[src/sv/bufr_pkg.sv]
`timescale 1ns / 1ps
`default_nettype none
package bufr_pkg;

    localparam logic [7:0] BYTE_START = 8'h00;
    localparam logic [7:0] BYTE_END   = 8'h01;
    localparam logic [7:0] BYTE_ESC   = 8'h1b;

    typedef enum logic
    {
        CMD_WRITE = 1'b0,
        CMD_CLOSE = 1'b1
    } cmd_op_t;

    typedef struct packed
    {
        cmd_op_t    op;
        logic [7:0] data;
    } cmd_t;

endpackage
`default_nettype wire

[src/sv/bufr_front.sv]
`timescale 1ns / 1ps
`default_nettype none
module bufr_front
    import bufr_pkg::*;
(
    input  wire logic       clk,
    input  wire logic       rst_n,
    input  wire logic       rx_valid,
    output logic            rx_stall,
    input  wire logic [7:0] rx_byte,
    output logic            push,
    output cmd_t            push_cmd,
    input  wire logic       full
);

    typedef enum logic [2:0]
    {
        M_IDLE   = 3'b001,
        M_FRAME  = 3'b010,
        M_ESCAPE = 3'b100
    } mode_t;

    mode_t mode_reg;
    mode_t mode_next;
    logic  accept;

    assign rx_stall = full;
    assign accept   = rx_valid && !full;

    // Classify the byte: data bytes and the close go to the back end.
    always_comb
    begin
        mode_next     = mode_reg;
        push          = 1'b0;
        push_cmd.op   = CMD_WRITE;
        push_cmd.data = rx_byte;
        if (accept)
        begin
            case (mode_reg)
                M_FRAME:
                begin
                    if (rx_byte == BYTE_ESC)
                    begin
                        mode_next = M_ESCAPE;
                    end
                    else if (rx_byte == BYTE_END)
                    begin
                        push        = 1'b1;
                        push_cmd.op = CMD_CLOSE;
                        mode_next   = M_IDLE;
                    end
                    else if (rx_byte != BYTE_START)
                    begin
                        push = 1'b1;
                    end
                end
                M_ESCAPE:
                begin
                    push      = 1'b1;
                    mode_next = M_FRAME;
                end
                default:
                begin
                    if (rx_byte == BYTE_START)
                    begin
                        mode_next = M_FRAME;
                    end
                end
            endcase
        end
    end

    always_ff @(posedge clk or negedge rst_n)
    begin
        if (!rst_n)
        begin
            mode_reg <= M_IDLE;
        end
        else
        begin
            mode_reg <= mode_next;
        end
    end

endmodule
`default_nettype wire

[src/sv/bufr_cmd_fifo.sv]
`timescale 1ns / 1ps
`default_nettype none
module bufr_cmd_fifo
    import bufr_pkg::*;
(
    input  wire logic clk,
    input  wire logic rst_n,
    input  wire logic push,
    input  wire cmd_t push_cmd,
    output logic      full,
    output logic      valid,
    input  wire logic pop,
    output cmd_t      pop_cmd
);

    cmd_t       slot_reg [2];
    logic       wr_ptr_reg;
    logic       rd_ptr_reg;
    logic [1:0] count_reg;
    logic [1:0] count_next;

    assign full    = (count_reg == 2'd2);
    assign valid   = (count_reg != 2'd0);
    assign pop_cmd = slot_reg[rd_ptr_reg];

    always_comb
    begin
        count_next = count_reg;
        if (push && !pop)
        begin
            count_next = count_reg + 2'd1;
        end
        else if (pop && !push)
        begin
            count_next = count_reg - 2'd1;
        end
    end

    always_ff @(posedge clk or negedge rst_n)
    begin
        if (!rst_n)
        begin
            wr_ptr_reg <= 1'b0;
            rd_ptr_reg <= 1'b0;
            count_reg  <= 2'd0;
        end
        else
        begin
            count_reg <= count_next;
            if (push)
            begin
                wr_ptr_reg <= !wr_ptr_reg;
            end
            if (pop)
            begin
                rd_ptr_reg <= !rd_ptr_reg;
            end
        end
    end

    always_ff @(posedge clk)
    begin
        if (push)
        begin
            slot_reg[wr_ptr_reg] <= push_cmd;
        end
    end

    a_no_push_when_full: assert property (@(posedge clk) disable iff (!rst_n)
        full |-> !push)
        else $error("command pushed into a full queue");

endmodule
`default_nettype wire

[src/sv/bufr_back.sv]
`timescale 1ns / 1ps
`default_nettype none
module bufr_back
    import bufr_pkg::*;
#(
    parameter int MSG_LEN = 16
)
(
    input  wire logic       clk,
    input  wire logic       rst_n,
    input  wire logic       q_valid,
    output logic            pop,
    input  wire cmd_t       cmd,
    output logic            msg_valid,
    input  wire logic       msg_stall,
    output logic [7:0]      msg_byte,
    output logic [3:0]      byte_index,
    output logic            last,
    output logic            overflow
);

    localparam int AW = (MSG_LEN > 1) ? $clog2(MSG_LEN) : 1;
    localparam int CW = $clog2(MSG_LEN + 1);

    typedef enum logic [2:0]
    {
        B_IDLE = 3'b001,
        B_READ = 3'b010,
        B_LOAD = 3'b100
    } back_state_t;

    back_state_t   state_reg;
    back_state_t   state_next;
    logic [CW-1:0] fill_reg;
    logic [CW-1:0] fill_next;
    logic          ovf_reg;
    logic          ovf_next;
    logic [AW-1:0] idx_reg;
    logic [AW-1:0] idx_next;
    logic          out_valid_reg;
    logic          out_valid_next;
    logic [7:0]    out_byte_reg;
    logic [3:0]    out_index_reg;
    logic          out_last_reg;
    logic          out_ovf_reg;
    logic [7:0]    rd_data_reg;
    logic [7:0]    mem [MSG_LEN];

    logic          out_free;
    logic          load;
    logic          last_pos;
    logic          has_room;
    logic          wr_en;

    assign out_free = !out_valid_reg || !msg_stall;
    assign load     = (state_reg == B_LOAD) && out_free;
    assign last_pos = (idx_reg == AW'(MSG_LEN - 1));
    assign has_room = (fill_reg < CW'(MSG_LEN));
    assign pop      = q_valid && (state_reg == B_IDLE);
    assign wr_en    = pop && (cmd.op == CMD_WRITE) && has_room;

    assign msg_valid  = out_valid_reg;
    assign msg_byte   = out_byte_reg;
    assign byte_index = out_index_reg;
    assign last       = out_last_reg;
    assign overflow   = out_ovf_reg;

    always_comb
    begin
        state_next     = state_reg;
        fill_next      = fill_reg;
        ovf_next       = ovf_reg;
        idx_next       = idx_reg;
        out_valid_next = out_valid_reg && msg_stall;
        case (state_reg)
            B_IDLE:
            begin
                if (pop)
                begin
                    if (cmd.op == CMD_CLOSE)
                    begin
                        idx_next   = '0;
                        state_next = B_READ;
                    end
                    else if (has_room)
                    begin
                        fill_next = fill_reg + CW'(1);
                    end
                    else
                    begin
                        ovf_next = 1'b1;
                    end
                end
            end
            B_READ:
            begin
                state_next = B_LOAD;
            end
            B_LOAD:
            begin
                if (load)
                begin
                    out_valid_next = 1'b1;
                    if (last_pos)
                    begin
                        fill_next  = '0;
                        ovf_next   = 1'b0;
                        state_next = B_IDLE;
                    end
                    else
                    begin
                        idx_next   = idx_reg + AW'(1);
                        state_next = B_READ;
                    end
                end
            end
            default:
            begin
                state_next = B_IDLE;
            end
        endcase
    end

    always_ff @(posedge clk or negedge rst_n)
    begin
        if (!rst_n)
        begin
            state_reg     <= B_IDLE;
            fill_reg      <= '0;
            ovf_reg       <= 1'b0;
            idx_reg       <= '0;
            out_valid_reg <= 1'b0;
        end
        else
        begin
            state_reg     <= state_next;
            fill_reg      <= fill_next;
            ovf_reg       <= ovf_next;
            idx_reg       <= idx_next;
            out_valid_reg <= out_valid_next;
        end
    end

    // Positions at or past the fill count go out as zero padding.
    always_ff @(posedge clk)
    begin
        if (load)
        begin
            out_byte_reg  <= (CW'(idx_reg) < fill_reg) ? rd_data_reg : 8'h00;
            out_index_reg <= 4'(idx_reg);
            out_last_reg  <= last_pos;
            out_ovf_reg   <= ovf_reg;
        end
    end

    always_ff @(posedge clk)
    begin
        if (wr_en)
        begin
            mem[fill_reg[AW-1:0]] <= cmd.data;
        end
        rd_data_reg <= mem[idx_reg];
    end

    a_fill_bounded: assert property (@(posedge clk) disable iff (!rst_n)
        fill_reg <= CW'(MSG_LEN))
        else $error("fill count beyond message length");

    a_ovf_only_full: assert property (@(posedge clk) disable iff (!rst_n)
        ovf_reg |-> (fill_reg == CW'(MSG_LEN)))
        else $error("overflow flagged before the store is full");

    a_close_clears: assert property (@(posedge clk) disable iff (!rst_n)
        (load && last_pos) |=> (fill_reg == '0) && !ovf_reg && out_last_reg)
        else $error("frame state not cleared after final byte");

endmodule
`default_nettype wire

[src/sv/byte_unstuffing_frame_receiver_core.sv]
// Byte-unstuffing frame receiver with fixed-length message output.
// Receive channel: rx_valid / rx_stall / rx_byte, one raw serial byte per
// transaction. A 0x00 opens a frame, 0x1b escapes the next byte, 0x01 closes
// the frame; bare 0x00 inside a frame and any byte outside a frame are dropped.
// Message channel: msg_valid / msg_stall with msg_byte, byte_index, last and
// overflow. Each close yields exactly MSG_LEN transactions, stored bytes first
// and zero padding after, last set on the final one and overflow set on all of
// them when the frame carried more than MSG_LEN data bytes.
// Throughput: the front end takes one byte per cycle into a two-entry command
// queue unless it is full; the back end retires one data byte per cycle while
// idle and emits each message byte by a memory read, then an output register
// load, taking no command meanwhile. A close byte passes the queue and the read
// and load states before the first message byte is valid. rx_stall rises only
// while the queue is full, which happens while a message is going out and two
// more commands are waiting. A stall on msg_stall holds the output register and
// freezes emission; the front end keeps taking bytes until the queue fills.
// Reset (rst_n low, asynchronous) returns to idle with an empty queue, a zero
// fill count and a clear overflow flag; the message store is not cleared.
`timescale 1ns / 1ps
`default_nettype none
module byte_unstuffing_frame_receiver_core
    import bufr_pkg::*;
#(
    parameter int MSG_LEN = 16
)
(
    input  wire logic       clk,
    input  wire logic       rst_n,
    input  wire logic       rx_valid,
    output logic            rx_stall,
    input  wire logic [7:0] rx_byte,
    output logic            msg_valid,
    input  wire logic       msg_stall,
    output logic [7:0]      msg_byte,
    output logic [3:0]      byte_index,
    output logic            last,
    output logic            overflow
);

    logic push;
    cmd_t push_cmd;
    logic q_full;
    logic q_valid;
    logic q_pop;
    cmd_t q_cmd;

    // Front end: track framing mode, turn bytes into write/close commands.
    bufr_front u_front
    (
        .clk      (clk),
        .rst_n    (rst_n),
        .rx_valid (rx_valid),
        .rx_stall (rx_stall),
        .rx_byte  (rx_byte),
        .push     (push),
        .push_cmd (push_cmd),
        .full     (q_full)
    );

    // Hold commands so the front keeps receiving while a message drains.
    bufr_cmd_fifo u_fifo
    (
        .clk      (clk),
        .rst_n    (rst_n),
        .push     (push),
        .push_cmd (push_cmd),
        .full     (q_full),
        .valid    (q_valid),
        .pop      (q_pop),
        .pop_cmd  (q_cmd)
    );

    // Back end: store data bytes, count them, emit the message on close.
    bufr_back #(
        .MSG_LEN (MSG_LEN)
    ) u_back
    (
        .clk        (clk),
        .rst_n      (rst_n),
        .q_valid    (q_valid),
        .pop        (q_pop),
        .cmd        (q_cmd),
        .msg_valid  (msg_valid),
        .msg_stall  (msg_stall),
        .msg_byte   (msg_byte),
        .byte_index (byte_index),
        .last       (last),
        .overflow   (overflow)
    );

endmodule
`default_nettype wire

[config.mk]
export PLATFORM = sky130hd
export DESIGN_NAME = byte_unstuffing_frame_receiver_core
export DESIGN_NICKNAME = d
export VERILOG_FILES = /design/src/sv/bufr_pkg.sv /design/src/sv/bufr_front.sv /design/src/sv/bufr_cmd_fifo.sv /design/src/sv/bufr_back.sv /design/src/sv/byte_unstuffing_frame_receiver_core.sv
export SDC_FILE = /design/constraint.sdc
export NUM_CORES = 1
export LEC_CHECK = 0
export BUFFER_PORTS_ARGS = -buffer_cell sky130_fd_sc_hd__buf_2
export CAP_MARGIN = 5
export CORE_MARGIN = 2
export CORE_UTILIZATION = 60
export CTS_CLUSTER_SIZE = 24
export DETAILED_ROUTE_END_ITERATION = 10
export HOLD_SLACK_MARGIN = 0.12
export PLACE_DENSITY = 0.78
export SYNTH_ARGS = -nofsm -noshare
export SYNTH_HDL_FRONTEND = slang
export SYNTH_SLANG_ARGS = --single-unit
[constraint.sdc]
create_clock -name clk -period 4.9 [get_ports clk]
set_input_delay 0.735 -clock clk [delete_from_list [all_inputs] [get_ports clk]]
set_output_delay 0.735 -clock clk [all_outputs]
set_load 0.02 [all_outputs]
==> results.py, run 1 <==
metrics = {
    "pwr": {
        "total_power_mw": 3.75,
        "p_leak_nw": 2.82,
        "vdd_drop_max_mv": 0.281,
        "cellPowerDensity_nw_per_um2": 449,
    },
    "route": {
        "route.detailed.drc": 0,
        "routed_wl_um": 14300,
        "routed_via_density": 6.14,
        "drt_iter0_markers": 530,
        "ant_nets": 0,
        "firstDrtPassIters": 5,
        "wl_per_cell_um": 21.6,
        "vias": 4071,
    },
    "setup_path": {
        "cpMaxStageDelayCell": "nor3_1",
        "critPathKind": "reg -> reg",
        "slowest_delay_ns": 0.90,
        "start_kind": "flop",
        "cp.required_ns": 4.94,
        "arrival_ns": 3.36,
        "reg2reg_to": "u_back.mem[1][3]",
        "reg2reg_depth": 4,
        "regToRegSetupSlack_ns": 1.59,
        "path_max_fanout": 10,
        "end_kind": "flop",
        "r2r-start": "u_fifo.rd_ptr_reg",
        "cp_cell_sequence": "mux2_4 -> nor4_1 -> nand3b_1 -> nor3_1",
    },
    "sta": {
        "final-hold-violation-count": 0,
        "tns_ns": 0,
        "relSlewSlack_pct": 29.7,
        "worst_pin_slew_ns": 1.05,
        "clock_skew_ns": 0.00804,
        "timing.final.crit_share_pct": 67.6,
        "rsz0062_at_grt": "no",
        "slew_viol_final": 0,
        "setup_viol": 0,
        "clock.fmax_mhz": 302,
        "timing.final.ws_setup_ns": 1.59,
        "min_period_ns": 3.31,
        "whs_ns": 0.262,
    },
    "die": {
        "rows": 40,
        "core_sq_um": 12200,
        "fp.dieH_um": 116,
        "initial_utilization_pct": 62.1,
        "fp.dieW_um": 116,
        "fp.dieArea_sq_um": 13500,
        "pin_count": 28,
    },
    "placed_design": {
        "pre_cts_slack_ns": 1.61,
        "place.gp.congestion": 0.885,
        "portBuffers": 27,
        "place_area_sq_um": 7820,
        "hpwlAfterDp_um": 9490,
        "place_inst": 631,
    },
    "clock_network": {
        "cts_num_sinks": 189,
        "clock_latency_ns": 0.43,
        "clkTransAtPathRegs_ns": 0.06,
        "post-cts-setup-buffers": 0,
        "cts_buffers": 17,
        "cts_buffer_depth": 2,
        "ctsResizeCount": 0,
        "hold_buffers": 0,
        "cts_tree": "yes",
        "clockRootBuffer": "clkbuf_16",
        "htreeDepth": 4,
    },
    "global_route": {
        "grt_max_degree": 33,
        "grt_first_pass_wirelength_um": 22100,
        "grt_antenna_before_repair": 0,
        "grt_pass1_vias": 3972,
        "track_usage_pct": 23.2,
        "grt-ovfl-total": 0,
    },
    "status": {
        "status": "finished, final reports clean",
    },
    "yosys": {
        "synthesis.nets": 476,
        "ys_warn_count": 0,
        "synth_edf_count": 160,
        "synth_cells": 455,
        "yosys_most_used_dff": "edfxtp_1",
        "async_reset_ff_share_pct": 11.1,
        "syn_area_sq_um": 7550,
        "avgSynthCellArea_sq_um": 16.6,
        "ys_seq_area_share_pct": 72.7,
        "ys_ff_latch": 189,
        "ys_types": 52,
    },
    "run": {
        "drv_cap": 0,
    },
    "finish": {
        "final_cell_mix": "edfxtp_1 (160), mux2i_1 (33), nand2_1 (29)",
        "nFillCells": 814,
        "final_core_util_pct": 68.7,
        "seq_area_sq_um": 5490,
        "drive_above_1_share_pct": 17.8,
        "diodes": 0,
        "nets": 503,
        "instances_no_fill": 663,
        "areaGrowthSynthToFinish_pct": 10.6,
        "multi_input_area_sq_um": 1920,
        "final_common_cell": "edfxtp_1",
        "largest_reg_flops": 128,
        "final_cell_area_sq_um": 8360,
    },
    "min_path": {
        "hp-class": "in -> async",
    },
}
## metal layers
layer  share of wire, %  track usage [%]
met1                 43             32.5
met2                 48             35.9
met3                7.2             5.24
met4                2.3             9.52
met5                  0                0
## logic make-up after synthesis
logic type	share of synthesized area [%]
AOI/OAI and AO/OA	6.10
and+or+nand+nor	6.24
buffers and inverters	1.87
xor gates and xnor gates	0.696
muxes	10.9
adders and majority gates	1.49
DFF	72.7
## cells in the mapped netlist (all sizes together), types with 2 or more instances
library cell	n	area share (%)
clkbuf	12	0.61
nand3b	4	0.40
inv	11	0.55
nand3	7	0.46
o211ai	3	0.30
edfxtp	160	64
a211oi	2	0.20
a22oi	8	0.80
nor3	8	0.53
a21oi	11	0.73
and2	3	0.25
buf	10	0.71
nor4	3	0.25
xor2	3	0.35
o21ai	10	0.66
dfxtp	8	2.1
a22o	2	0.25
or4	3	0.30
o21a	2	0.20
mux4	16	4.8
or4b	2	0.27
mux2	11	1.7
dfstp	2	0.70
or3	3	0.25
nand4	3	0.25
nand2	29	1.4
a221oi	16	1.9
ha	9	1.5
nor2b	3	0.25
a21o	3	0.30
mux2i	33	4.4
nor2	19	0.94
xnor2	3	0.35
nand2b	4	0.33
dfrtp	19	6.3
## final cells by class
class	instances	share of cell area, %
Clock buffer	19	5.18
Timing Repair Buffer	30	1.89
Inverter	11	0.494
Multi-Input combinational cell	233	23.0
Tap cell	168	2.52
Sequential cell	189	65.8
Clock inverter	13	1.20
## worst max path at each step
| stage | slack, ns | startpoint | to | cells after the start |
|---|---|---|---|---|
| after detailed placement | 1.61 | u_fifo.rd_ptr_reg | u_back.mem[2][0] | 4 |
| after floorplan | 2.42 | u_fifo.rd_ptr_reg | u_back.mem[3][0] | 5 |
| after global placement | 1.83 | u_fifo.rd_ptr_reg | u_back.mem[3][1] | 4 |
| final | 1.59 | u_fifo.rd_ptr_reg | u_back.mem[1][3] | 4 |
| after global routing | 1.49 | u_fifo.rd_ptr_reg | u_back.mem[2][2] | 4 |
| after CTS | 1.58 | u_fifo.rd_ptr_reg | u_back.mem[2][2] | 4 |
## worst max-delay path: cells and delay by family, from the launching register on
family / cells / cell delay [ns]
flip-flops: 1 / 0.60
multiplexers: 1 / 0.36
AND/OR/NAND/NOR: 3 / 1.97
## report_power, final
part	internal, mW	switching [mW]
registers	1.88	0.0915
logic	0.230	0.320
clock network	0.691	0.546
No activity file was read; power rests on OpenSTA's default activity.
==> inputs of run 2 (changes only) <==
--- a/config.mk
+++ b/config.mk
@@ -8,11 +8,11 @@
 export BUFFER_PORTS_ARGS = -buffer_cell sky130_fd_sc_hd__buf_2
 export CAP_MARGIN = 5
 export CORE_MARGIN = 2
-export CORE_UTILIZATION = 60
+export CORE_UTILIZATION = 55
 export CTS_CLUSTER_SIZE = 24
 export DETAILED_ROUTE_END_ITERATION = 10
 export HOLD_SLACK_MARGIN = 0.12
-export PLACE_DENSITY = 0.78
+export PLACE_DENSITY = 0.75
 export SYNTH_ARGS = -nofsm -noshare
 export SYNTH_HDL_FRONTEND = slang
 export SYNTH_SLANG_ARGS = --single-unit
==> constraint.sdc (replaced) <==
create_clock -name clk -period 3 [get_ports clk]
set_input_delay 0.45 -clock clk [delete_from_list [all_inputs] [get_ports clk]]
set_output_delay 0.45 -clock clk [all_outputs]
set_load 0.02 [all_outputs]
==> run 2 against run 1 <==
- clock power grew 77%
- wire length grew 0.68%
- maximum frequency grew 36%
- die area grew 8.8%
- hold slack lost 0.038 ns
- sequential power grew 60%
- clock-buffer cell count grew 3
==> results.py, run 2 (synthesized netlist as in run 1, its figures left out) <==
metrics = {
    "die": {
        "fp.dieH_um": 121,
        "pin_count": 28,
        "fp.dieW_um": 121,
        "fp.dieArea_sq_um": 14700,
        "initial_utilization_pct": 56.6,
        "core_sq_um": 13300,
        "rows": 42,
    },
    "sta": {
        "clock.fmax_mhz": 412,
        "relSlewSlack_pct": 32.7,
        "clock_skew_ns": 0.00753,
        "timing.final.crit_share_pct": 81.0,
        "tns_ns": 0,
        "worst_pin_slew_ns": 1.01,
        "rsz0062_at_grt": "no",
        "final-hold-violation-count": 0,
        "whs_ns": 0.225,
        "setup_viol": 0,
        "slew_viol_final": 0,
        "min_period_ns": 2.43,
    },
    "finish": {
        "drive_above_1_share_pct": 21.9,
        "diodes": 0,
        "nets": 523,
        "areaGrowthSynthToFinish_pct": 13.5,
        "final_common_cell": "edfxtp_1",
        "largest_reg_flops": 128,
        "final_cell_mix": "edfxtp_1 (160), mux2i_1 (33), nand2_1 (29)",
    },
    "route": {
        "firstDrtPassIters": 5,
        "drt_iter0_markers": 447,
        "route.detailed.drc": 0,
        "wl_per_cell_um": 20.9,
        "routed_via_density": 6.06,
        "ant_nets": 0,
        "routed_wl_um": 14400,
        "vias": 4185,
    },
    "setup_path": {
        "critPathKind": "reg -> reg",
        "arrival_ns": 2.49,
        "path_max_fanout": 10,
        "start_kind": "flop",
        "reg2reg_depth": 5,
        "cp.required_ns": 3.06,
        "regToRegSetupSlack_ns": 0.57,
        "end_kind": "flop",
    },
    "min_path": {
        "hp-class": "in -> reg",
        "hold_depth": 1,
    },
    "clock_network": {
        "clock_latency_ns": 0.43,
        "htreeDepth": 4,
        "cts_num_sinks": 189,
        "cts_tree": "yes",
        "cts_buffer_depth": 2,
        "post-cts-setup-buffers": 0,
        "cts_buffers": 17,
        "clockRootBuffer": "clkbuf_16",
        "clkTransAtPathRegs_ns": 0.06,
    },
    "pwr": {
        "p_leak_nw": 2.95,
        "vdd_drop_max_mv": 0.488,
        "cellPowerDensity_nw_per_um2": 736,
    },
    "global_route": {
        "track_usage_pct": 21.5,
        "grt_max_degree": 35,
        "grt_pass1_vias": 4063,
        "grt_antenna_before_repair": 0,
        "grt_first_pass_wirelength_um": 22700,
        "grt-ovfl-total": 0,
    },
    "run": {
        "drv_cap": 0,
    },
    "placed_design": {
        "hpwlAfterDp_um": 9460,
        "portBuffers": 27,
        "place.gp.congestion": 0.839,
    },
    "status": {
        "status": "finished, final reports clean",
    },
}
[run 2: area by class of cell]
cell class	count	area, sq um
sequential	189	5490
fill	935	4770
multi-input combinational	233	1920
clock buffer	22	474
timing repair buffer	50	310
tap	176	220
clock inverter	10	114
inverter	11	41.3
[run 2: power by group]
group	total [mW]	internal (mW)	switching, mW
Combinational	0.972	0.393	0.579
Sequential	3.15	3.06	0.0890
Clock	2.19	1.29	0.896
[run 2: final timing paths]
path	end	start
setup / recovery	u_back.mem[6][2]	u_fifo.rd_ptr_reg
hold / removal	u_fifo.slot_reg[0][5]	rx_byte[5]
setup reg to reg	u_back.mem[6][2]	u_fifo.rd_ptr_reg
hold reg to reg	u_back.overflow	u_back.ovf_reg
max in group asynchronous	u_back.idx_reg[0]	rst_n
min in group asynchronous	u_back.state_reg[2]	rst_n
[run 2: worst max-delay path, cell delays in order (launching register included)]
cell      delay (ns)
dfrtp_1         0.60
mux2_4          0.37
nor4_1          0.18
buf_4           0.18
nand3b_1        0.17
nor2_1          0.57
[run 2: through the flow]
| stage | instances | instance area, sq um | total power, mW | setup WS, ns | utilization [%] |
|---|---|---|---|---|---|
| final | 691 | 8570 | 6.31 | 0.571 | 64.2 |
| after global routing | 691 | 8570 | 6.55 | 0.389 | 64.2 |
| after detailed placement | 658 | 7980 | 4.17 | 0.535 | 59.7 |
| after CTS | 691 | 8570 | 6.35 | 0.523 | 64.2 |
| after global placement | 658 | 7980 | 4.14 | 0.663 | 59.7 |
| after floorplan | 455 | 7550 | 3.89 | 0.517 | - |
[run 2: timing repair]
item,CTS,global route
resized for setup,0,0
hold buffers,1,0
hold endpoints to repair,19,0
[run 2: metal layers]
| metal | share of wire (%) | GRT usage (%) | wire length (um) |
|---|---|---|---|
| met2 | 48 | 33.3 | 6900 |
| met5 | 0 | 0 | 0 |
| met1 | 43 | 30.5 | 6170 |
| met4 | 1.8 | 7.26 | 265 |
| met3 | 7.6 | 4.93 | 1090 |
